<file path="config.mk">
export PLATFORM = sky130hd
export DESIGN_NAME = fpa_front
export DESIGN_NICKNAME = d
export VERILOG_FILES = /design/src/fpa_pkg.sv /design/src/fpa_front.sv
export SDC_FILE = /design/constraint.sdc
export NUM_CORES = 1
export LEC_CHECK = 0
export BUFFER_PORTS_ARGS = -buffer_cell sky130_fd_sc_hd__buf_2
export CORE_ASPECT_RATIO = 0.75
export CORE_MARGIN = 2
export CORE_UTILIZATION = 35
export CTS_BUF_LIST = sky130_fd_sc_hd__clkbuf_8 sky130_fd_sc_hd__clkbuf_16
export CTS_CLUSTER_SIZE = 25
export DETAILED_ROUTE_END_ITERATION = 7
export PLACE_DENSITY = 0.61
export SYNTH_ARGS = -nofsm -noshare
export SYNTH_HDL_FRONTEND = slang
export SYNTH_SLANG_ARGS = --single-unit
</file>
<file path="constraint.sdc">
create_clock -name clock -period 3.54 [get_ports clock]
set_clock_uncertainty 0.05 [all_clocks]
set_input_delay 0.708 -clock clock [delete_from_list [all_inputs] [get_ports clock]]
set_output_delay 0.708 -clock clock [all_outputs]
set_load 0.02 [all_outputs]
</file>
<file path="src/fpa_pkg.sv">
`default_nettype none
package fpa_pkg;

   localparam int FRACTION_BITS = 8;
   // width of the scaled dividend magnitude, also the number of divider stages
   localparam int NUM_W = 32 + FRACTION_BITS;
   localparam int QUEUE_DEPTH = 4;
   localparam int QPTR_W = $clog2(QUEUE_DEPTH);

   localparam logic signed [31:0] WORD_MAX = 32'sh7FFFFFFF;
   localparam logic signed [31:0] WORD_MIN = 32'sh80000000;

   typedef enum logic [3:0] {
      OP_ADD      = 4'd0,
      OP_SUB      = 4'd1,
      OP_MUL      = 4'd2,
      OP_DIV      = 4'd3,
      OP_GT       = 4'd4,
      OP_LT       = 4'd5,
      OP_GE       = 4'd6,
      OP_LE       = 4'd7,
      OP_EQ       = 4'd8,
      OP_NE       = 4'd9,
      OP_MAX      = 4'd10,
      OP_INC      = 4'd11,
      OP_DEC      = 4'd12,
      OP_FROM_INT = 4'd13,
      OP_TO_INT   = 4'd14
   } op_type;

   typedef struct packed {
      logic [3:0]         operation;
      logic signed [31:0] operand_a;
      logic signed [31:0] operand_b;
   } req_type;

   typedef struct packed {
      logic signed [31:0] result_value;
      logic               compare_true;
      logic               overflow;
      logic               divide_by_zero;
   } rsp_type;

   // classified request as it sits in the front queue
   typedef struct packed {
      op_type             op;
      logic signed [31:0] a;
      logic signed [31:0] b;
      logic               cmp;
      logic               b_zero;
   } ent_type;

   // per request data that rides alongside the divider
   typedef struct packed {
      op_type             op;
      logic [31:0]        res;
      logic               ovf;
      logic               cmp;
      logic               dz;
      logic               neg;
      logic signed [63:0] prod;
   } side_type;

   function automatic logic [32:0] clamp_word(input logic signed [63:0] v);
      logic [32:0] r;
      if (v > 64'sh000000007FFFFFFF) begin
         r = {1'b1, WORD_MAX};
      end else if (v < -64'sh0000000080000000) begin
         r = {1'b1, WORD_MIN};
      end else begin
         r = {1'b0, v[31:0]};
      end
      return r;
   endfunction

endpackage
`default_nettype wire

</file>
<file path="src/fpa_front.sv">
`default_nettype none
module fpa_front (
   input  wire logic            clock,
   input  wire logic            reset,
   input  wire logic            req_push,
   output logic                 req_full,
   input  wire fpa_pkg::req_type req_data,
   output logic                 q_valid,
   input  wire logic            q_pop,
   output fpa_pkg::ent_type     q_head
);
   import fpa_pkg::*;

   ent_type               mem_ff [QUEUE_DEPTH];
   logic [QPTR_W-1:0]     wr_ptr_ff, wr_ptr_in;
   logic [QPTR_W-1:0]     rd_ptr_ff, rd_ptr_in;
   logic [QPTR_W:0]       count_ff, count_in;
   ent_type               ent;
   logic                  do_push;
   logic                  do_pop;

   always_comb begin
      ent.op     = op_type'(req_data.operation);
      ent.a      = req_data.operand_a;
      ent.b      = req_data.operand_b;
      ent.b_zero = (req_data.operand_b == 32'sd0);
      unique case (ent.op)
         OP_GT:   ent.cmp = req_data.operand_a >  req_data.operand_b;
         OP_LT:   ent.cmp = req_data.operand_a <  req_data.operand_b;
         OP_GE:   ent.cmp = req_data.operand_a >= req_data.operand_b;
         OP_LE:   ent.cmp = req_data.operand_a <= req_data.operand_b;
         OP_EQ:   ent.cmp = req_data.operand_a == req_data.operand_b;
         OP_NE:   ent.cmp = req_data.operand_a != req_data.operand_b;
         default: ent.cmp = 1'b0;
      endcase
   end

   assign req_full = (count_ff == (QPTR_W+1)'(QUEUE_DEPTH));
   assign q_valid  = (count_ff != '0);
   assign q_head   = mem_ff[rd_ptr_ff];
   assign do_push  = req_push && !req_full;
   assign do_pop   = q_pop && q_valid;

   always_comb begin
      wr_ptr_in = wr_ptr_ff;
      rd_ptr_in = rd_ptr_ff;
      count_in  = count_ff;
      if (do_push) begin
         wr_ptr_in = wr_ptr_ff + 1'b1;
      end
      if (do_pop) begin
         rd_ptr_in = rd_ptr_ff + 1'b1;
      end
      if (do_push && !do_pop) begin
         count_in = count_ff + 1'b1;
      end else if (!do_push && do_pop) begin
         count_in = count_ff - 1'b1;
      end
   end

   always_ff @(posedge clock) begin
      if (reset) begin
         wr_ptr_ff <= '0;
         rd_ptr_ff <= '0;
         count_ff  <= '0;
      end else begin
         wr_ptr_ff <= wr_ptr_in;
         rd_ptr_ff <= rd_ptr_in;
         count_ff  <= count_in;
      end
   end

   always_ff @(posedge clock) begin
      if (do_push) begin
         mem_ff[wr_ptr_ff] <= ent;
      end
   end

endmodule
`default_nettype wire

</file>
# Yosys cells after proc, flatten, opt, wreduce, memory -nomap -nowiden
# Memories as Yosys holds them, arrays and structs flattened. A register that Yosys moved wholly into a read port is not among the register bits.
# Index checks and enable logic that the tools add are counted.
[word_totals] register_bits=7 ramBits=280 inputBits=72 out_inout_bits=72 wordCells=38 memories=1
[classes] n_addsub=4 order_cmp=4 n_eq_ne=9 muxes=7 reduce_logical=10
[mem_list] memory="mem_ff" depth=4 word_bits=70 read_ports=1 rd_clocked_by_memory_dff=1 wr=1 line_no="fpa_front.sv:14" rtl="ent_type mem_ff [QUEUE_DEPTH];"
[op_table] op="$eq A32 B32 Y1" count=1
[op_table] op="$ge A32 B32 Y1" count=1
[op_table] op="$gt A32 B32 Y1" count=1
[op_table] op="$le A32 B32 Y1" count=1
[op_table] op="$logic_not A32 Y1" count=1
[op_table] op="$lt A32 B32 Y1" count=1
[op_table] op="$ne A32 B32 Y1" count=1
[op_table] op="$eq A4 B3 Y1 const B" count=4
[op_table] op="$eq A4 B4 Y1 const B" count=2
[op_table] op="$mux W3" count=2
[op_table] op="$pmux W1 S6" count=1
[op_table] op="$add A2 B1 Y2 const B" count=2
[op_table] op="$logic_and A1 B1 Y1" count=4
[op_table] op="$mux W2" count=2
[op_table] op="$add A3 B1 Y3 const B" count=1
[op_table] op="$eq A3 B3 Y1 const B" count=1
[op_table] op="$logic_not A1 Y1" count=3
[op_table] op="$reduce_bool A3 Y1" count=1
[op_table] op="$sub A3 B1 Y3 const B" count=1
[op_table] op="$mux W1" count=2
[op_table] op="$reduce_bool A2 Y1" count=1

# Longest topological paths before layout
# Gate-level depths: netlist of run 1.
[depth] word_depth=7 ltp_mapped=10 mapped_depth_nobuf=9

# Least setup slack after synthesis of run 1
# Ideal clock, no wire load.
[synth_path] path_type="input-to-reg" start="in req_push" end="mem mem_ff[1][0] (netlist name), enable pin" setup_time_ps=436 arrival_time_ps=2732 required_ps=3054 slack_ps=322 path_stages=3 path_cell_list="nor2b_1 -> clkbuf_1 -> and2_1"
[synth_between] elab_chain_cells=3
[synth_lines] item="from (decl)" line_no="fpa_front.sv:5" rtl="input wire logic req_push,"
[synth_lines] item="$logic_and A1 B1 Y1" line_no="fpa_front.sv:41" rtl="assign do_push = req_push && !req_full;"
[synth_lines] item="via do_push" line_no="fpa_front.sv:19" rtl="logic do_push;"
[synth_lines] item="$mux W1" line_no="fpa_front.sv:74" rtl="if (do_push) begin"
[synth_lines] item="$mux W1 (not written as such)" line_no="fpa_front.sv:75" rtl="mem_ff[wr_ptr_ff] <= ent;"
[synth_lines] item="to (decl)" line_no="fpa_front.sv:14"
# The timed path passes the listed nets, and every way through them passes these cells.

==> run_results.csv, run 1 <==
group,metric,value,unit
pwr,clkPwrFrac,28.2,%
pwr,pwr-share-comb,26.4,%
detailed_routing,drt_iter0_drc,367,
logic_synthesis,ys_seq_elements,289,
placement,dp_hpwl,16000,µm
floorplanning,std_cell_rows,57,
global_route,grt_start_max_net_pins,71,
placement,dp_cells,1133,
clocking,clk_latency,0.57,ns
finish,seq_area,0.00860,mm²
floorplanning,fp.dieW,214,µm
clocking,cts_setup_buffers,0,
logic_synthesis,post-synth-top-area-cell,"edfxtp_1",
detailed_routing,drtAntennaViolNets,0,
pwr,p_leak,4.84,nW
setup_path,startpoint_type,"flop",
sta,fin_crit_sh,87.1,%
status,status,"finished clean",
finish,utilization,42.6,%
clocking,hold_buffers,0,
placement,place_area,0.0129,mm²
clocking,cts_buffer_depth,3,
logic_synthesis,synth_edf_count,280,
logic_synthesis,yosysUniqueCellTypes,42,
clocking,cts-resized-gates,0,
hold_path,holdCritStartpoint,"req_data[55]",
clocking,cts-htree-levels,1,
setup_path,crit_required,2.78,ns
logic_synthesis,syn-num-nets,662,
finish,final_cell_mix,"edfxtp_1 (280), buf_2 (143), mux4_2 (70)",
logic_synthesis,synthCells,552,
pwr,power.density,701,mW/mm²
setup_path,max_stage_delay,0.66,ns
finish,multi_input_area,0.00273,mm²
detailed_routing,num_vias,5761,
detailed_routing,vias_per_cell,4.85,
pwr,fin_total_pwr,9.66,mW
pwr,swShare,30.0,%
logic_synthesis,synth_top_area_share,72.9,%
setup_path,path_max_fanout,27,
global_route,grt_pass1_wl,37200,µm
finish,final_common_cell,"edfxtp_1",
sta,rsz0062_at_grt,"no",
finish,drive_above_1_share,37.2,%
detailed_routing,wl_per_cell,20.7,µm
sta,whs,0.328,ns
setup_path,crit_type,"flop to primary output",
logic_synthesis,avgSynthCellArea,20.9,µm²
pwr,peakVddDrop,0.431,mV
floorplanning,pin_count,144,
detailed_routing,firstDrtPassIters,4,
finish,layout.nets,832,
pwr,intPower,6.76,mW
logic_synthesis,async_flop_share,0,%
placement,io_buffers,143,
hold_path,min_path_type,"input port to flop",
logic_synthesis,synthFlopType,"edfxtp_1",
sta,tns,0,ns
global_route,grt_pass1_vias,6088,
logic_synthesis,ys.warnings.count,0,
logic_synthesis,syn_area,0.0115,mm²
clocking,cts-root-buf,"clkbuf_16",
sta,slew_viol_final,0,
setup_path,arrival,2.32,ns
pwr,p_seq_share,45.3,%
run,drv_cap,0,
setup_path,rr_startpoint,"count_ff[1]",
clocking,clkSinkCount,289,
pwr,power.switching,2.89,mW
sta,fmax,324,MHz
floorplanning,start_util,35.6,%
logic_synthesis,ys_seq_area_share,74.5,%
setup_path,path_cells,"buf_12, mux4_2, buf_2",
finish,postLayoutCellArea,0.0138,mm²
clocking,clk_pin_slew,0.06,ns
sta,setup_violations,0,
clocking,cts_tree,"built",
finish,fillCellCount,2888,
logic_synthesis,synthTopCellsByArea,"edfxtp_1 (73%), mux4_2 (14%), ha_1 (4.0%), dfxtp_1 (1.6%), inv_1 (1.2%)",
sta,min_period,3.08,ns
floorplanning,core_area,0.0324,mm²
placement,place_ws,0.158,ns
sta,setup_slack,0.458,ns
placement,place.gp.congestion,0.749,
detailed_routing,wirelength,24600,µm
global_route,grt_usage,14.5,%
global_route,grt_overflow_total,0,
global_route,antenna_found_initial,4,
detailed_routing,drc,0,
sta,tightest_slew,0.597,ns
sta,hold_viol_final,0,
sta,slew_headroom,60.2,%
floorplanning,die_y,161,µm
clocking,cts_buffers,29,
setup_path,crit_path_end_kind,"primary output",
floorplanning,die_area,0.0344,mm²
setup_path,cp_slowest_cell,"dfxtp_4",
finish,areaGrowthSynthToFinish,19.6,%
finish,finalNonFillerCells,1188,
[power by group through the flow]
stage	registers (mW)	clock network, mW	logic, mW
4_1_cts	4.39	2.81	2.62
5_1_grt	4.42	2.96	2.75
3_3_place_gp	4.45	0	2.61
3_5_place_dp	4.46	0	2.62
6_report	4.38	2.73	2.55
2_1_floorplan	4.34	0	1.79
[cell families after synthesis]
family          synth area share [%]
simple gates                    2.94
buf+inv                         1.90
mux                             14.2
fa+ha+maj                       4.19
flops                           74.5
xor+xnor                       0.380
compound gates                  1.87
[final cells by class]
class | count | area share (%)
tap | 442 | 4.01
inverter | 36 | 0.980
timing repair buffer | 158 | 6.64
clock buffer | 29 | 5.26
clock inverter | 24 | 0.880
antenna | 2 | 0.0363
sequential | 289 | 62.4
multi-input combinational | 208 | 19.8
[path summary, 6_finish.rpt]
kind | cells after the start | slack (ns) | to
worst max-delay path | 3 | 0.46 | q_head[54]
worst max register to register | 8 | 1.31 | count_ff[2]
worst min register to register | 2 | 0.47 | count_ff[2]
worst min-delay path | 1 | 0.33 | mem_ff[2][57]
[critical path, delay by kind of cell (launching register included)]
kind     cells  cell delay [ns]
mux          1             0.57
flops        1             0.66
buf+inv      2             0.50
[registers in the layout (all words and copies together), names as in the netlist, named ones only]
signal	count
rd_ptr_ff	2
mem_ff	280
wr_ptr_ff	2
count_ff	3
[Yosys cell counts, types with 2 or more instances]
master    instances
xor2_1            4
dfxtp_1           9
clkbuf_1         11
or3_1             2
nand3_1           2
nor4_1            9
mux4_2           70
nor2_1           10
o21ai_0           7
and2_1            4
nor3b_1           2
buf_2             7
a21oi_1          14
inv_1            36
nand4_1           6
ha_1             37
edfxtp_1        280
nand2_1           9
nand4_2           2
nor2b_1           4
mux2i_1           5
and4_1            2
[routing by layer]
metal  vias up  global-route usage [%]  routed length (µm)
met1      2947                    20.3               10800
met5         -                       0                  16
li1       2610                       -                   -
met2       164                    22.6               11300
met3        38                    4.30                2020
met4         2                    2.94                 448
No activity file was read; power rests on OpenSTA's default activity.
==> run 2, diff against run 1 <==
Settings changed: CORE_UTILIZATION 35 to 40, PLACE_DENSITY 0.61 to 0.67, REMOVE_ABC_BUFFERS from default to 1.
==> run_results.csv, run 2 (same netlist as run 1, synthesis figures left out) <==
group,metric,value,unit
status,status,"finished clean",
pwr,power.density,719,mW/mm²
detailed_routing,drtAntennaViolNets,0,
floorplanning,die_area,0.0302,mm²
clocking,cts-resized-gates,0,
clocking,cts-htree-levels,1,
placement,place_ws,0.116,ns
placement,place.gp.congestion,0.749,
finish,layout.nets,823,
finish,utilization,48.7,%
clocking,cts-root-buf,"clkbuf_16",
sta,slew_viol_final,0,
placement,io_buffers,143,
floorplanning,start_util,40.9,%
pwr,peakVddDrop,0.464,mV
detailed_routing,drt_iter0_drc,339,
setup_path,arrival,2.34,ns
global_route,grt_pass1_wl,37000,µm
global_route,grt_overflow_total,0,
placement,dp_hpwl,15500,µm
setup_path,crit_path_end_kind,"primary output",
clocking,clkSinkCount,289,
setup_path,crit_type,"flop to primary output",
detailed_routing,vias_per_cell,5.16,
setup_path,path_max_fanout,34,
sta,slew_headroom,51.3,%
clocking,cts_tree,"built",
clocking,cts_buffers,28,
detailed_routing,wl_per_cell,22.0,µm
clocking,clk_pin_slew,0.06,ns
setup_path,crit_required,2.78,ns
pwr,clkPwrFrac,30.1,%
floorplanning,core_area,0.0282,mm²
sta,hold_viol_final,0,
detailed_routing,drc,0,
setup_path,path_cells,"buf_4, mux4_2, buf_2",
sta,rsz0062_at_grt,"no",
finish,drive_above_1_share,38.4,%
finish,fillCellCount,2330,
finish,final_cell_mix,"edfxtp_1 (280), buf_2 (143), mux4_2 (70)",
pwr,pwr-share-comb,26.1,%
detailed_routing,wirelength,24600,µm
clocking,hold_buffers,0,
sta,fin_crit_sh,87.4,%
sta,setup_slack,0.447,ns
floorplanning,pin_count,144,
placement,place_area,0.0128,mm²
finish,reg_top3,"mem_ff x280, count_ff x3",
floorplanning,die_y,151,µm
pwr,p_leak,4.81,nW
pwr,fin_total_pwr,9.87,mW
pwr,swShare,29.5,%
floorplanning,std_cell_rows,53,
clocking,clk_latency,0.54,ns
global_route,grt_start_max_net_pins,71,
clocking,cts_setup_buffers,0,
global_route,antenna_found_initial,2,
clocking,cts_buffer_depth,3,
global_route,grt_pass1_vias,6226,
setup_path,cp_slowest_cell,"mux4_2",
detailed_routing,num_vias,5795,
setup_path,startpoint_type,"flop",
pwr,p_seq_share,43.8,%
finish,regMostFlops,"mem_ff",
run,drv_cap,0,
setup_path,max_stage_delay,0.64,ns
sta,tightest_slew,0.731,ns
floorplanning,fp.dieW,200,µm
pwr,power.switching,2.91,mW
sta,setup_violations,0,
finish,final_common_cell,"edfxtp_1",
sta,min_period,3.09,ns
finish,postLayoutCellArea,0.0137,mm²
finish,largest_reg_flops,280,
hold_path,min_path_type,"input port to flop",
sta,fmax,323,MHz
pwr,intPower,6.96,mW
finish,areaGrowthSynthToFinish,19.0,%
global_route,grt_usage,16.6,%
detailed_routing,firstDrtPassIters,4,
[run 2: power groups by stage]
stage          clock network, mW  logic (mW)  registers, mW
3_3_place_gp                   0        2.58           4.37
3_5_place_dp                   0        2.62           4.40
5_1_grt                     3.19        2.77           4.35
2_1_floorplan                  0        1.60           4.53
4_1_cts                     3.06        2.63           4.33
6_report                    2.97        2.57           4.32
[run 2: final timing paths]
kind / startpoint / to / depth (start not counted) / slack (ns)
max: flop / q_head[6] / 3 / 0.45
min: req_data[54] / mem_ff[3][56] / 1 / 0.35
max reg2reg: count_ff[0] / count_ff[2] / 8 / 1.00
min reg2reg: rd_ptr_ff[1] / rd_ptr_ff[1] / 2 / 0.48
[run 2: cell type report]
class | count | area (µm²) | share of cell area [%]
Clock inverter | 23 | 198 | 1.44
Clock buffer | 29 | 726 | 5.29
Sequential cell | 289 | 8600 | 62.7
Inverter | 36 | 135 | 0.985
Antenna cell | 2 | 5.00 | 0.0365
Tap cell | 385 | 482 | 3.51
Timing Repair Buffer | 150 | 843 | 6.15
Multi-Input combinational cell | 208 | 2730 | 19.9
[run 2: stage by stage]
| step | hold WS, ns | setup TNS (ns) | instances |
|---|---|---|---|
| floorplan | 0.405 | -63.81 | 533 |
| global placement | 0.420 | 0 | 1068 |
| detailed placement | 0.472 | 0 | 1068 |
| CTS | 0.326 | 0 | 1120 |
| global route | 0.338 | 0 | 1121 |
| finish | 0.349 | 0 | 1122 |
[run 2: layer usage]
layer | vias up | wire length, µm | global-route usage [%]
li1 | 2583 | - | -
met1 | 3005 | 10800 | 23.0
met2 | 170 | 11700 | 27.1
met3 | 37 | 1650 | 3.87
met4 | 0 | 489 | 3.63
met5 | - | 0 | 0
[run 2: critical path, delay by kind of cell, from the launching register on]
| kind | cells | cell delay [ns] |
|---|---|---|
| mux | 1 | 0.64 |
| buf+inv | 2 | 0.77 |
| flops | 1 | 0.36 |
==> run 3, diff against run 2 <==
--- a/config.mk
+++ b/config.mk
@@ -13,5 +13,5 @@
 export CTS_CLUSTER_SIZE = 25
 export DETAILED_ROUTE_END_ITERATION = 7
-export PLACE_DENSITY = 0.67
+export PLACE_DENSITY = 0.6
 export REMOVE_ABC_BUFFERS = 1
 export SYNTH_ARGS = -nofsm -noshare
--- a/constraint.sdc
+++ b/constraint.sdc
@@ -3,3 +3,3 @@
 set_input_delay 0.708 -clock clock [delete_from_list [all_inputs] [get_ports clock]]
 set_output_delay 0.708 -clock clock [all_outputs]
-set_load 0.02 [all_outputs]
+set_load 0.005 [all_outputs]
==> run_results.csv, run 3 (same netlist as run 1, synthesis figures left out) <==
group,metric,value,unit
sta,fin_crit_sh,86.5,%
finish,largest_reg_flops,280,
setup_path,crit_type,"flop to primary output",
clocking,cts_buffer_depth,3,
placement,place_area,0.0128,mm²
global_route,grt_pass1_vias,6189,
setup_path,path_max_fanout,41,
pwr,p_leak,4.81,nW
setup_path,path_cells,"buf_4, mux4_2, buf_2",
clocking,cts_buffers,29,
sta,tightest_slew,0.698,ns
clocking,cts-root-buf,"clkbuf_16",
clocking,clk_pin_slew,0.06,ns
setup_path,crit_required,2.78,ns
sta,rsz0062_at_grt,"no",
clocking,cts_tree,"built",
finish,postLayoutCellArea,0.0137,mm²
sta,slew_viol_final,0,
detailed_routing,wl_per_cell,21.8,µm
setup_path,reg2reg_depth,8,
hold_path,holdCritStartpoint,"req_data[32]",
setup_path,rr_startpoint,"count_ff[1]",
global_route,antenna_found_initial,4,
clocking,cts_setup_buffers,0,
detailed_routing,firstDrtPassIters,4,
sta,fmax,326,MHz
clocking,clkSinkCount,289,
clocking,hold_buffers,0,
setup_path,crit_path_end_kind,"primary output",
global_route,grt_usage,16.5,%
detailed_routing,top_layer_used,"met5",
sta,setup_violations,0,
floorplanning,die_y,151,µm
floorplanning,pin_count,144,
detailed_routing,num_vias,5777,
finish,regMostFlops,"mem_ff",
hold_path,min_path_type,"input port to flop",
setup_path,startpoint_type,"flop",
floorplanning,core_area,0.0282,mm²
sta,hold_viol_final,0,
sta,min_period,3.06,ns
finish,final_common_cell,"edfxtp_1",
run,drv_cap,0,
detailed_routing,drc,0,
setup_path,cp_slowest_cell,"dfxtp_4",
finish,drive_above_1_share,37.5,%
detailed_routing,vias_per_cell,5.13,
pwr,fin_total_pwr,9.37,mW
finish,layout.nets,828,
sta,slew_headroom,53.5,%
detailed_routing,drt_iter0_drc,347,
setup_path,max_stage_delay,0.77,ns
placement,dp_hpwl,15800,µm
floorplanning,fp.dieW,200,µm
global_route,grt_overflow_total,0,
floorplanning,die_area,0.0302,mm²
setup_path,r2r_slack,1.24,ns
detailed_routing,m1WireLength,11200,µm
floorplanning,std_cell_rows,53,
detailed_routing,dr_wl_met3,1430,µm
detailed_routing,wirelength,24600,µm
clocking,cts-resized-gates,0,
finish,areaGrowthSynthToFinish,19.1,%
status,status,"finished clean",
placement,io_buffers,143,
clocking,clk_latency,0.53,ns
detailed_routing,met2_length,11500,µm
global_route,grt_pass1_wl,36900,µm
pwr,peakVddDrop,0.414,mV
detailed_routing,drtAntennaViolNets,0,
floorplanning,start_util,40.9,%
placement,place.gp.congestion,0.739,
finish,reg_top3,"mem_ff x280, count_ff x3",
clocking,cts-htree-levels,1,
pwr,power.density,682,mW/mm²
finish,final_cell_mix,"edfxtp_1 (280), buf_2 (143), mux4_2 (70)",
global_route,grt_start_max_net_pins,44,
setup_path,arrival,2.30,ns
hold_path,hold_depth,1,
==> run 3: layout make-up <==
type | count | area [µm²]
Fill cell | 2336 | 14400
Sequential cell | 289 | 8600
Multi-Input combinational cell | 208 | 2730
Timing Repair Buffer | 154 | 873
Clock buffer | 29 | 726
Tap cell | 385 | 482
Clock inverter | 23 | 184
Inverter | 36 | 135
Antenna cell | 3 | 7.51
==> run 3: per-layer routing <==
metal / vias up / global-route usage, %
li1: 2600 / -
met1: 2982 / 23.6
met2: 155 / 26.6
met3: 36 / 3.50
met4: 4 / 3.00
met5: - / 0
==> run 3: power by group <==
part	switching [mW]	internal, mW	leakage, nW
registers	0.191	4.18	2.64
logic	1.00	1.07	1.72
clock network	1.23	1.70	0.453
==> run 3: through the flow <==
| stage | setup slack (ns) | cells | hold slack [ns] | util (%) | TNS (ns) |
|---|---|---|---|---|---|
| finish | 0.477 | 1127 | 0.357 | 48.7 | 0 |
| detailed placement | 0.125 | 1072 | 0.443 | 45.5 | 0 |
| global route | 0.370 | 1124 | 0.350 | 48.7 | 0 |
| CTS | 0.371 | 1124 | 0.341 | 48.7 | 0 |
| floorplan | -0.845 | 533 | 0.405 | - | -59.13 |
| global placement | 0.176 | 1072 | 0.422 | 45.5 | 0 |
==> run 3: final timing paths <==
kind / to
worst max-delay path: q_head[60]
worst min-delay path: mem_ff[2][34]
worst max register to register: count_ff[2]
worst min register to register: count_ff[2]
==> run 3: critical path: cells and delay by family (launching register included) <==
kind / cells / cell delay (ns)
muxes: 1 / 0.37
DFF: 1 / 0.77
buffers and inverters: 2 / 0.58
